## config.mk

```make
export PLATFORM = sky130hd
export DESIGN_NAME = sts_core
export DESIGN_NICKNAME = d
export VERILOG_FILES = /design/src/design/sts_pkg.sv /design/src/design/sts_core.sv
export SDC_FILE = /design/constraint.sdc
export NUM_CORES = 1
export LEC_CHECK = 0
export BUFFER_PORTS_ARGS = -buffer_cell sky130_fd_sc_hd__buf_2
export CAP_MARGIN = 15
export CELL_PAD_IN_SITES_DETAIL_PLACEMENT = 2
export CELL_PAD_IN_SITES_GLOBAL_PLACEMENT = 2
export CORE_MARGIN = 3
export CORE_UTILIZATION = 33
export DETAILED_ROUTE_END_ITERATION = 6
export PLACE_DENSITY_LB_ADDON = 0.1
export SYNTH_ARGS = -nofsm -noshare
export SYNTH_HDL_FRONTEND = slang
export SYNTH_SLANG_ARGS = --single-unit
```

## constraint.sdc

```tcl
create_clock -name i_clk -period 4.4 [get_ports i_clk]
set_input_delay 0 -clock i_clk [delete_from_list [all_inputs] [get_ports i_clk]]
set_output_delay 0 -clock i_clk [all_outputs]
set_load 0.005 [all_outputs]
```

## src/design/sts_pkg.sv

```systemverilog
`timescale 1ns / 1ps
package sts_pkg;

    localparam int TRAILER_BYTES = 8192;
    localparam int HEADER_BYTES  = 8;

    localparam int AW    = $clog2(TRAILER_BYTES);
    localparam int CW    = $clog2(TRAILER_BYTES + 1);
    localparam int SIG_W = 13;
    localparam int PADW  = ((CW > SIG_W) ? CW : SIG_W) + 1;
    localparam int HDR_W = HEADER_BYTES * 8;

    localparam int CFG_DW = 32;
    localparam int CFG_IW = 2;

    localparam logic [CFG_IW-1:0] REG_MAGIC   = 2'd0;
    localparam logic [CFG_IW-1:0] REG_SCHEME  = 2'd1;
    localparam logic [CFG_IW-1:0] REG_SIG_LEN = 2'd2;

    localparam logic [SIG_W-1:0] SIG_LEN_RESET = 13'd7856;

    localparam logic KIND_IMAGE  = 1'b0;
    localparam logic KIND_STATUS = 1'b1;

    localparam logic MODE_DATA = 1'b0;
    localparam logic MODE_EOS  = 1'b1;

    localparam logic [2:0] ST_OK      = 3'd0;
    localparam logic [2:0] ST_LENGTH  = 3'd1;
    localparam logic [2:0] ST_MAGIC   = 3'd2;
    localparam logic [2:0] ST_SCHEME  = 3'd3;
    localparam logic [2:0] ST_PADDING = 3'd4;

    typedef struct packed {
        logic [31:0]      magic_word;
        logic [15:0]      scheme_id;
        logic [SIG_W-1:0] signature_length;
    } t_cfg;

endpackage

```

## src/design/sts_core.sv

```systemverilog
`timescale 1ns / 1ps
module sts_core
    import sts_pkg::*;
(
    input  logic          i_clk,
    input  logic          i_rst_n,
    input  t_cfg          i_cfg,
    input  logic          i_in_valid,
    output logic          o_in_stall,
    input  logic          i_mode,
    input  logic [7:0]    i_data_byte,
    output logic          o_out_valid,
    input  logic          i_out_stall,
    output logic          o_kind,
    output logic [7:0]    o_image_byte,
    output logic [2:0]    o_status,
    output logic [31:0]   o_image_length,
    output logic          o_ram_we,
    output logic [AW-1:0] o_ram_waddr,
    output logic [7:0]    o_ram_wdata,
    output logic          o_ram_re,
    output logic [AW-1:0] o_ram_raddr,
    input  logic [7:0]    i_ram_rdata
);

    typedef enum logic [2:0] {
        S_IDLE,
        S_REL,
        S_HDR,
        S_PAD,
        S_STAT
    } t_state;

    t_state           r_state, n_state;
    logic [CW-1:0]    r_fill, n_fill;
    logic [AW-1:0]    r_oldest, n_oldest;
    logic [31:0]      r_count, n_count;
    logic [CW-1:0]    r_pos, n_pos;
    logic [CW-1:0]    r_epos, n_epos;
    logic             r_evalid, n_evalid;
    logic             r_elast, n_elast;
    logic [HDR_W-1:0] r_hdr, n_hdr;
    logic [2:0]       r_st, n_st;
    logic             r_out_valid, n_out_valid;
    logic             r_kind, n_kind;
    logic [7:0]       r_byte, n_byte;
    logic [2:0]       r_status, n_status;
    logic [31:0]      r_len, n_len;

    logic             in_accept;
    logic             out_free;
    logic             full;
    logic [CW:0]      slot_sum;
    logic [CW:0]      slot_wrap;
    logic [AW-1:0]    slot;
    logic [HDR_W-1:0] hdr_shift;
    logic [PADW-1:0]  pad_start;
    logic [31:0]      count_inc;

    assign o_in_stall = (r_state != S_IDLE);
    assign in_accept  = i_in_valid && !o_in_stall;
    assign out_free   = !r_out_valid || !i_out_stall;
    assign full       = (r_fill == CW'(TRAILER_BYTES));
    assign count_inc  = (r_count == 32'hFFFF_FFFF) ? r_count : r_count + 32'd1;

    assign slot_sum  = {{(CW + 1 - AW){1'b0}}, r_oldest} + {1'b0, r_pos};
    assign slot_wrap = (slot_sum >= (CW + 1)'(TRAILER_BYTES)) ?
                       slot_sum - (CW + 1)'(TRAILER_BYTES) : slot_sum;
    assign slot      = slot_wrap[AW-1:0];

    assign hdr_shift = {i_ram_rdata, r_hdr[HDR_W-1:8]};
    assign pad_start = PADW'(HEADER_BYTES) + PADW'(i_cfg.signature_length);

    always_comb begin
        n_state     = r_state;
        n_fill      = r_fill;
        n_oldest    = r_oldest;
        n_count     = r_count;
        n_pos       = r_pos;
        n_epos      = r_epos;
        n_evalid    = 1'b0;
        n_elast     = r_elast;
        n_hdr       = r_hdr;
        n_st        = r_st;
        n_out_valid = r_out_valid && i_out_stall;
        n_kind      = r_kind;
        n_byte      = r_byte;
        n_status    = r_status;
        n_len       = r_len;

        o_ram_we    = 1'b0;
        o_ram_waddr = r_oldest;
        o_ram_wdata = i_data_byte;
        o_ram_re    = 1'b0;
        o_ram_raddr = slot;

        case (r_state)
            S_IDLE: begin
                if (in_accept) begin
                    if (i_mode == MODE_EOS) begin
                        n_pos = '0;
                        if (full) begin
                            n_state = S_HDR;
                        end else begin
                            n_st    = ST_LENGTH;
                            n_state = S_STAT;
                        end
                    end else if (!full) begin
                        o_ram_we    = 1'b1;
                        o_ram_waddr = r_fill[AW-1:0];
                        n_fill      = r_fill + 1'b1;
                    end else begin
                        o_ram_we    = 1'b1;
                        o_ram_re    = 1'b1;
                        o_ram_raddr = r_oldest;
                        n_oldest    = (r_oldest == AW'(TRAILER_BYTES - 1)) ?
                                      '0 : r_oldest + 1'b1;
                        n_count     = count_inc;
                        n_state     = S_REL;
                    end
                end
            end
            S_REL: begin
                if (out_free) begin
                    n_out_valid = 1'b1;
                    n_kind      = KIND_IMAGE;
                    n_byte      = i_ram_rdata;
                    n_status    = ST_OK;
                    n_len       = r_count;
                    n_state     = S_IDLE;
                end
            end
            S_HDR: begin
                if (r_pos < CW'(HEADER_BYTES)) begin
                    o_ram_re = 1'b1;
                    n_evalid = 1'b1;
                    n_epos   = r_pos;
                    n_pos    = r_pos + 1'b1;
                end
                if (r_evalid) begin
                    n_hdr = hdr_shift;
                    if (r_epos == CW'(HEADER_BYTES - 1)) begin
                        n_evalid = 1'b0;
                        if (hdr_shift[31:0] != i_cfg.magic_word) begin
                            n_st    = ST_MAGIC;
                            n_state = S_STAT;
                        end else if (hdr_shift[47:32] != i_cfg.scheme_id) begin
                            n_st    = ST_SCHEME;
                            n_state = S_STAT;
                        end else if (hdr_shift[63:48] !=
                                     {3'b000, i_cfg.signature_length}) begin
                            n_st    = ST_LENGTH;
                            n_state = S_STAT;
                        end else if (pad_start >= PADW'(TRAILER_BYTES)) begin
                            n_st    = ST_OK;
                            n_state = S_STAT;
                        end else begin
                            n_pos   = pad_start[CW-1:0];
                            n_state = S_PAD;
                        end
                    end
                end
            end
            S_PAD: begin
                if (r_pos < CW'(TRAILER_BYTES)) begin
                    o_ram_re = 1'b1;
                    n_evalid = 1'b1;
                    n_elast  = (r_pos == CW'(TRAILER_BYTES - 1));
                    n_pos    = r_pos + 1'b1;
                end
                if (r_evalid) begin
                    if (i_ram_rdata != 8'd0) begin
                        n_evalid = 1'b0;
                        n_st     = ST_PADDING;
                        n_state  = S_STAT;
                    end else if (r_elast) begin
                        n_evalid = 1'b0;
                        n_st     = ST_OK;
                        n_state  = S_STAT;
                    end
                end
            end
            S_STAT: begin
                if (out_free) begin
                    n_out_valid = 1'b1;
                    n_kind      = KIND_STATUS;
                    n_byte      = 8'd0;
                    n_status    = r_st;
                    n_len       = r_count;
                    n_fill      = '0;
                    n_oldest    = '0;
                    n_count     = '0;
                    n_state     = S_IDLE;
                end
            end
            default: begin
                n_state = S_IDLE;
            end
        endcase
    end

    always_ff @(posedge i_clk) begin
        if (!i_rst_n) begin
            r_state     <= S_IDLE;
            r_fill      <= '0;
            r_oldest    <= '0;
            r_count     <= '0;
            r_evalid    <= 1'b0;
            r_out_valid <= 1'b0;
        end else begin
            r_state     <= n_state;
            r_fill      <= n_fill;
            r_oldest    <= n_oldest;
            r_count     <= n_count;
            r_evalid    <= n_evalid;
            r_out_valid <= n_out_valid;
        end
        r_pos    <= n_pos;
        r_epos   <= n_epos;
        r_elast  <= n_elast;
        r_hdr    <= n_hdr;
        r_st     <= n_st;
        r_kind   <= n_kind;
        r_byte   <= n_byte;
        r_status <= n_status;
        r_len    <= n_len;
    end

    assign o_out_valid    = r_out_valid;
    assign o_kind         = r_kind;
    assign o_image_byte   = r_byte;
    assign o_status       = r_status;
    assign o_image_length = r_len;

endmodule
```

# Word level (Yosys, flattened, before mapping)

Cells that the tools add are included.
W data, S select, Z words.

Input bits: 82
Bits in registers: 204
Word-level logic and storage cells: 168
Output and inout bits: 82

Reductions and logical operators: 24
Muxes and demuxes: 90
Magnitude comparators: 4
$add $sub $neg: 7
Eq/ne operators: 28

Operator list:

| cell                    | count |
|---|---|
| $mux W14                | 14 |
| $mux W13                | 14 |
| $mux W32                | 5 |
| $mux W3                 | 27 |
| $pmux W32 S2            | 1 |
| $pmux W14 S3            | 1 |
| $add A32 B1 Y32 const B | 1 |
| $eq A32 B32 Y1 const B  | 1 |
| $ne A32 B32 Y1          | 1 |
| $add A14 B1 Y14 const B | 2 |
| $pmux W14 S2            | 1 |
| $pmux W13 S2            | 1 |
| $ne A2 B2 Y1 const B    | 12 |
| $mux W1                 | 17 |
| $mux W8                 | 2 |
| $ne A16 B13 Y1          | 1 |
| $ne A16 B16 Y1          | 1 |
| $pmux W8 S2             | 1 |
| $add A13 B14 Y15        | 1 |
| $ge A15 B14 Y1 const B  | 1 |
| $add A4 B13 Y14 const A | 1 |
| $eq A14 B13 Y1 const B  | 1 |
| $eq A14 B14 Y1 const B  | 1 |
| $eq A14 B3 Y1 const B   | 1 |
| 32 further kinds        | 44 |

# Longest topological paths before layout

Gate-level depths: netlist (run 1).

Word-level depth: 9
Gate-level depth with buffers: 11
Depth with buffers taken out: 10

# Worst setup path after synthesis (run 1)

No wires, ideal clock.

Path type: flip-flop to flip-flop
From: register r_state[1]
To: register r_hdr[10], enable pin
Required time: 3.930 ns
Cell stages (with the launch flop): 7
Buffers on the path: 3
Library setup time: 0.470 ns
Period minus slack after synthesis: 4.149 ns
Arrival time: 3.679 ns
Path slack: 0.251 ns
Cells stage by stage: dfxtp_1 > clkbuf_1 > nor2b_1 > clkbuf_1 > nand2b_1 > clkbuf_1 > nor2_1

Cells in the longest elaborated chain, start to end: 2

Ends and longest elaborated chain:

| item                        | RTL line        | RTL |
|---|---|---|
| start: declaration          | sts_core.sv:34  | `t_state r_state, n_state;` |
| start signal: assignment    | sts_core.sv:211 | `r_state <= n_state;` |
| $eq A3 B2 Y1                | sts_core.sv:97  | `case (r_state)` |
| $reduce_and A2 Y1 (no line) | n/a             |  |
| end signal: assignment      | sts_core.sv:221 | `r_hdr <= n_hdr;` |
| end: declaration            | sts_core.sv:42  | `logic [HDR_W-1:0] r_hdr, n_hdr;` |

No other way between the ends.
A chain may end at the register's enable or synchronous reset.

# Worst setup path in the final report (run 1)

From: register r_pos[0]
To: output port o_ram_raddr[12]

Cells in the longest elaborated chain, start to end: 7
Elaborated cells on any way between the ends: 8
Those cells by class: add/sub (2); order compare (1); mux (5)

Ends and longest elaborated chain:

| item                                                     | RTL line                       | RTL |
|---|---|---|
| start: declaration                                       | sts_core.sv:38                 | `logic [CW-1:0] r_pos, n_pos;` |
| start signal: assignment                                 | sts_core.sv:218                | `r_pos <= n_pos;` |
| $add A13 B14 Y15 (*)                                     | sts_core.sv:66                 | `assign slot_sum = {{(CW + 1 - AW){1'b0}}, r_oldest} + {1'b0, r_pos};` |
| $sub A13 B1 Y13 / $ge A15 B14 Y1 (equally long branches) | sts_core.sv:68, sts_core.sv:67 |  |
| $mux W13 (*)                                             | sts_core.sv:67                 | `assign slot_wrap = (slot_sum >= (CW + 1)'(TRAILER_BYTES)) ?` |
| $mux W13                                                 | sts_core.sv:108                | `end else if (!full) begin` |
| $mux W13                                                 | sts_core.sv:100                | `if (i_mode == MODE_EOS) begin` |
| $mux W13                                                 | sts_core.sv:99                 | `if (in_accept) begin` |
| $mux W13 (*)                                             | sts_core.sv:97                 |  |
| end: declaration                                         | sts_core.sv:22                 | `output logic [AW-1:0] o_ram_raddr,` |

Mark *: on every way between the ends. The rest lies on a longest branch, timed or not.

==> qor.yml, run 1 <==
p_sw_mw: 1.01
drive_gt1_frac: 0.207
rsz0062_at_grt: "false"
final_cell_mix: "147 x buf_2, 132 x edfxtp_1, 110 x xnor2_1"
r2r_slack_ns: 1.26
cell_internal_pwr_mw: 2.97
endpoint_kind: "primary output"
cts.clk_slew.worst_paths_ns: 0.07
ys_ff_latch: 196
dpl.hpwl_um: 21100
ys_seq_area_frac: 0.543
grt_first_pass_wirelength_um: 44900
irDropWorstVdd_uv: 283
num_vias: 7324
die-width_um: 177
nets: 1147
comb_power_share: 0.091
ant_nets: 0
cts_resized: 0
seq_power_share: 0.517
grt_overflow: 0
antenna_found_initial: 0
period_needed_ns: 3.63
hold_path.class: "input pin to primary output"
fin_tns_setup_ns: 0
core-area_um2: 28800
drt-total-wl_um: 28200
power_density_nw_per_um2: 346
stdcell_area_um2: 11500
firstDrtPassIters: 6
vias_per_cell: 5.08
placed_area_um2: 10800
ys.warnings.count: 0
worstPathArrival_ns: 3.63
fillerInstances: 3106
synth_flop_cell: "edfxtp_1"
clk_latency_ns: 0.45
worst-path-buf-inv: 2
cts_tree: "built"
drv_cap: 0
detail_route.wl_per_cell_um: 19.5
gp_congestion: 0.743
crit_type: "flip-flop to primary output"
crit_chain: "ha_1 > inv_1 > fa_1 > nor2b_1 > o31ai_1 > a221oi_1 > a41o_1 > o41ai_1 > mux2i_1 > xnor2_1 > buf_2"
clock-root-buffer: "clkbuf_16"
finalHoldViolations: 0
portBuffers: 147
power_leakage_nw: 4.11
async_flop_share: 0
clockBufferDepth: 2
grt_max_degree: 57
layout_commonest_cell: "buf_2"
initial_utilization: 0.336
cts-buffers-inserted: 17
tightestPinTransition_ns: 0.850
cpLargestDelayFamily: "compound AO/OA/AOI/OAI gates"
max_slew_margin: 0.428
die_y_um: 177
die-area_um2: 31400
diodes: 0
setup_violations: 0
syn2layout_area_growth_pct: 19.3
clock-sinks: 196
drv_slew: 0
swShare: 0.254
post-route-drc-count: 0
ctsHtreeMaxLevel: 4
track_usage: 0.184
p_clk_frac: 0.391
start_kind: "flip-flop"
first_iter_violations: 378
num_io_pins: 164
cp_slowest_cell: "edfxtp_1"
fin_crit_sh: 0.824
fmax_mhz: 276
rows: 62
status: "completed"
yosysUniqueCellTypes: 61
synth_top_cell_by_area: "edfxtp_1"
syn_area_um2: 9670
netlist.area_leader.share: 0.410
postCtsSetupBuffers: 0
avgSynthCellArea_um2: 10.8
cp_max_fo: 9
syn_inst: 892
grt_pass1_vias: 7760
syn_nets: 993
yosys-top-cells-area: "edfxtp_1 41%, dfxtp_1 13%, xnor2_1 10%"
finalClockSkew_ns: 0.0170
synth_edf_count: 132
cpPeakStageDelay_ns: 0.53
crit_required_ns: 4.40
==> Yosys cell counts, drive strengths merged (5+ instances only) <==
cell,number
nor4b,5
nand3,24
nor2,98
inv,23
mux2,13
nor2b,11
mux2i,8
nand4b,5
nor3,35
and2,6
nor4,27
and3,12
nand4,34
nand2,69
xnor2,110
dfxtp,64
edfxtp,132
a21oi,22
a211oi,5
buf,12
o21ai,24
nand2b,11
ha,18
clkbuf,27
xor2,29
==> cell families after synthesis <==
kind of cell,count (synthesis),synth area share
XOR/XNOR,139,0.126
multiplexers,21,0.0234
adder cells (fa/ha/maj),19,0.0254
AO/OA/AOI/OAI,94,0.0641
AND/OR/NAND/NOR,360,0.190
buffers and inverters,63,0.0286
flip-flops,196,0.543
==> power by group through the flow <==
stage | sequential [mW] | clock, mW | combinational, mW
global placement | 2.10 | 0 | 0.354
global route | 2.07 | 1.69 | 0.410
CTS | 2.06 | 1.62 | 0.372
floorplan | 2.10 | 0 | 0.186
finish | 2.06 | 1.56 | 0.364
detailed placement | 2.11 | 0 | 0.361
==> state kept, by name (all words and copies together) (netlist names), 3 cells and up <==
signal,count
o_image_byte,8
r_st,3
r_state,3
o_image_length,32
r_hdr,56
r_fill,14
r_epos,14
r_count,32
r_oldest,13
r_pos,14
o_status,3
==> worst paths after layout <==
| check | start | to | cells after the start |
|---|---|---|---|
| worst min register to register | r_hdr[31] | r_hdr[23] | 0 |
| worst min-delay path | i_data_byte[4] | o_ram_wdata[4] | 0 |
| worst max-delay path | r_pos[0] | o_ram_raddr[12] | 11 |
| worst max register to register | r_fill[0] | r_count[16] | 9 |
==> timing repair <==
item                                    in CTS  in global routing
hold buffers                                11                  0
endpoints found under the hold margin       21                  0
endpoints found under the setup margin       0                  0
==> stage by stage <==
stage                     setup slack [ns]  power [mW]  std cells  hold slack [ns]   util
after detailed placement              1.29        2.47       1399        0.0000601  0.377
final                                0.773        3.98       1443       0.00000226  0.401
after global routing                 0.493        4.17       1443       0.00000907  0.401
after floorplan                      0.251        2.29        892           0.0808      -
after CTS                            0.764        4.06       1442        0.0000601  0.400
after global placement                1.32        2.45       1399        0.0000601  0.377
==> area by class of cell <==
class | instances | area (um2) | share of cell area
sequential | 196 | 5250 | 0.455
multi-input combinational | 633 | 4180 | 0.362
timing repair buffer | 174 | 966 | 0.0838
tap | 384 | 480 | 0.0417
clock buffer | 18 | 429 | 0.0372
clock inverter | 14 | 144 | 0.0125
inverter | 24 | 90.1 | 0.00781
==> routing by layer <==
layer  vias up  GRT usage  wire length (um)
met1      3694      0.245             12900
met2        89      0.314             14300
met4         0     0.0367               244
met5         -          0                 0
li1       3524          -                 -
met3        17     0.0343               766
No activity file was read; power rests on OpenSTA's default activity.
==> run 2: changes to the inputs <==
ABC_AREA = 1   (was default)
clock period = 3.6 ns   (was 4.4 ns; I/O delays follow)
==> qor.yml, run 2 <==
crit_type: "flip-flop to primary output"
die-area_um2: 35500  # +13%
ff2ff_path_depth: 14  # +5
detail_route.wl_per_cell_um: 18.2  # -6.8%
diodes: 0  # unchanged
synth_edf_count: 132  # unchanged
hold_depth: 0  # unchanged
power_leakage_nw: 5.60  # +36%
post-route-util: 0.393  # -0.00745
clockBufferDepth: 2  # unchanged
yosysUniqueCellTypes: 42  # -31%
portBuffers: 147  # unchanged
timing.final.ws_setup_ns: 0.664  # -0.109 ns
total_power_mw: 5.13  # +29%
pre_cts_ws_ns: 0.658  # -0.635 ns
hold_path.class: "input pin to primary output"
syn2layout_area_growth_pct: 17.2
grt_max_degree: 57  # unchanged
dp_cells: 1994  # +43%
cts_resized: 0  # unchanged
regMostFlops: "r_hdr"
core-area_um2: 32700  # +14%
final_cell_mix: "369 x nand2_1, 203 x inv_1, 197 x nor2_1"
synth_top_cell_by_area: "edfxtp_1"
cp_max_fo: 5  # -4
reg2reg_from: "r_count[0]"
crit_required_ns: 3.60  # -0.80 ns
ys_seq_area_frac: 0.478  # -0.0648
fmax_mhz: 341
cts-buffers-inserted: 17  # unchanged
min_from: "i_data_byte[6]"
nets: 1682  # +47%
power_density_nw_per_um2: 399  # +16%
endpoint_kind: "primary output"
initial_utilization: 0.336  # about the same
ctsHtreeMaxLevel: 4  # unchanged
finalClockSkew_ns: 0.0146  # -0.00243 ns
start_kind: "flip-flop"
post-route-drc-count: 0  # unchanged
die_y_um: 188  # +6.3%
regToRegEndpoint: "r_count[22]"
die-width_um: 188  # +6.3%
synthTopCellsByCount: "369 x nand2_1, 203 x inv_1, 198 x nor2_1"
fin_crit_sh: 0.816
synthMuxAreaShare: 0  # -0.0234
first_iter_violations: 337  # -11%
syn_area_um2: 11000  # +14%
r2r_slack_ns: 0.68  # -0.58 ns
layout_commonest_cell: "nand2_1"
synth_adder_area_share: 0.0223  # -0.00303
fin_cells: 2036  # +41%
cts_tree: "built"
clk_latency_ns: 0.46  # about the same
max_slew_margin: 0.288  # -0.141
firstDrtPassIters: 5  # -1
yosys-top-cells-area: "edfxtp_1 36%, nand2_1 13%, dfxtp_1 12%"
yosys.area_share.simple: 0.303  # +0.113
holdBufCountCts: 10  # -1
rows: 66  # +6.5%
track_usage: 0.210  # +0.0259
gp_congestion: 0.807  # +8.6%
netlist.area_leader.share: 0.361  # -0.0490
dpl.hpwl_um: 28200  # +34%
drv_cap: 0  # unchanged
worstPathArrival_ns: 2.94  # -0.69 ns
drv_slew: 0  # unchanged
fin_tns_setup_ns: 0  # unchanged
period_needed_ns: 2.94
ys_ff_latch: 196  # unchanged
grt_first_pass_wirelength_um: 58800  # +31%
num_io_pins: 164  # unchanged
largest_register_ffs: 56  # unchanged
synth.most_common_cell: "nand2_1"
cts.clk_slew.worst_paths_ns: 0.08  # about the same
avgSynthCellArea_um2: 7.70  # -29%
clock-root-buffer: "clkbuf_16"
irDropWorstVdd_uv: 335  # +18%
syn_nets: 1526  # +54%
drive_gt1_frac: 0.135  # -0.0719
setup_violations: 0  # unchanged
tightestPinTransition_ns: 1.07  # +0.218 ns
ant_nets: 0  # unchanged
min_to: "o_ram_wdata[6]"
syn_inst: 1425  # +60%
antenna_found_initial: 0  # unchanged
async_flop_share: 0  # unchanged
synth-compound-area-share: 0.0666  # +0.00249
rsz0062_at_grt: "false"
num_vias: 10200  # +40%
grt_overflow: 0  # unchanged
synth_flop_cell: "edfxtp_1"
vias_per_cell: 5.02  # -1.0%
synth_top_family_by_area: "simple AND/OR/NAND/NOR gates"
clock-sinks: 196  # unchanged
drt-total-wl_um: 37100  # +31%
postCtsSetupBuffers: 0  # unchanged
status: "completed"
grt_pass1_vias: 10900  # +41%
finalHoldViolations: 0  # unchanged
synthXorXnorAreaFrac: 0.0399  # -0.0861
ys.warnings.count: 0  # unchanged
-- run 2: cell count changes after synthesis, sizes merged, moves of 13 or more --
cell / change
a21oi: +40
clkbuf: -17
inv: +191
mux2: -13
nand2: +302
nand3: +70
nand4: +18
nor2: +107
nor4: -18
o21ai: +43
xnor2: -102
xor2: +13
-- run 2: worst max-delay path, stage by stage, from the launching register on --
cell	delay [ns]
edfxtp_1	0.47
ha_1	0.24
inv_1	0.07
fa_1	0.43
o21ai_0	0.35
a21oi_1	0.17
o21ai_0	0.23
xor2_1	0.09
o21ai_0	0.25
inv_1	0.06
buf_2	0.13
-- run 2: cell families after synthesis --
| logic type | after synthesis |
|---|---|
| AOI/OAI and AO/OA | 139 |
| and+or+nand+nor | 774 |
| adders and majority gates | 19 |
| DFF | 196 |
| xor gates and xnor gates | 50 |
| buffers and inverters | 247 |
-- run 2: how the worst max path moves through the flow --
stage / from / to / depth (start not counted)
after floorplan: r_state[2] / o_image_length[0] / 5
after global placement: r_count[0] / r_count[27] / 13
after detailed placement: r_count[0] / r_count[27] / 13
after CTS: r_pos[0] / o_ram_raddr[12] / 10
after global routing: r_count[0] / r_count[27] / 14
final: r_pos[0] / o_ram_raddr[12] / 10
-- run 2: final cells by class --
class / instances / area (um2)
clock inverters: 13 / 135
well taps: 442 / 553
flip-flops and latches: 196 / 5250
inverters: 215 / 807
multi-input cells: 982 / 4760
fillers: 3935 / 19800
repair buffers: 169 / 926
clock buffers: 19 / 433
-- run 2: layer usage --
layer | up-vias | GRT usage | share of wire
met2 | 133 | 0.391 | 0.52
met5 | - | 0 | 0
met3 | 39 | 0.0307 | 0.030
li1 | 4929 | - | -
met4 | 0 | 0.0579 | 0.018
met1 | 5128 | 0.251 | 0.43
-- run 2: per-stage QoR --
stage | area (um2) | hold WS [ns]
final | 12900 | 0.00000198
after floorplan | 11000 | 0.0808
after CTS | 12900 | 0.0000346
after global placement | 12200 | 0.0000346
after global routing | 12900 | 0.0000102
after detailed placement | 12200 | 0.0000346
-- run 2: power by group --
group / total (mW) / switching [mW] / internal [mW] / leakage, nW
clock network: 1.93 / 0.907 / 1.02 / 0.272
registers: 2.57 / 0.0652 / 2.50 / 1.75
logic: 0.635 / 0.422 / 0.212 / 3.58
total: 5.13 / 1.39 / 3.74 / 5.60
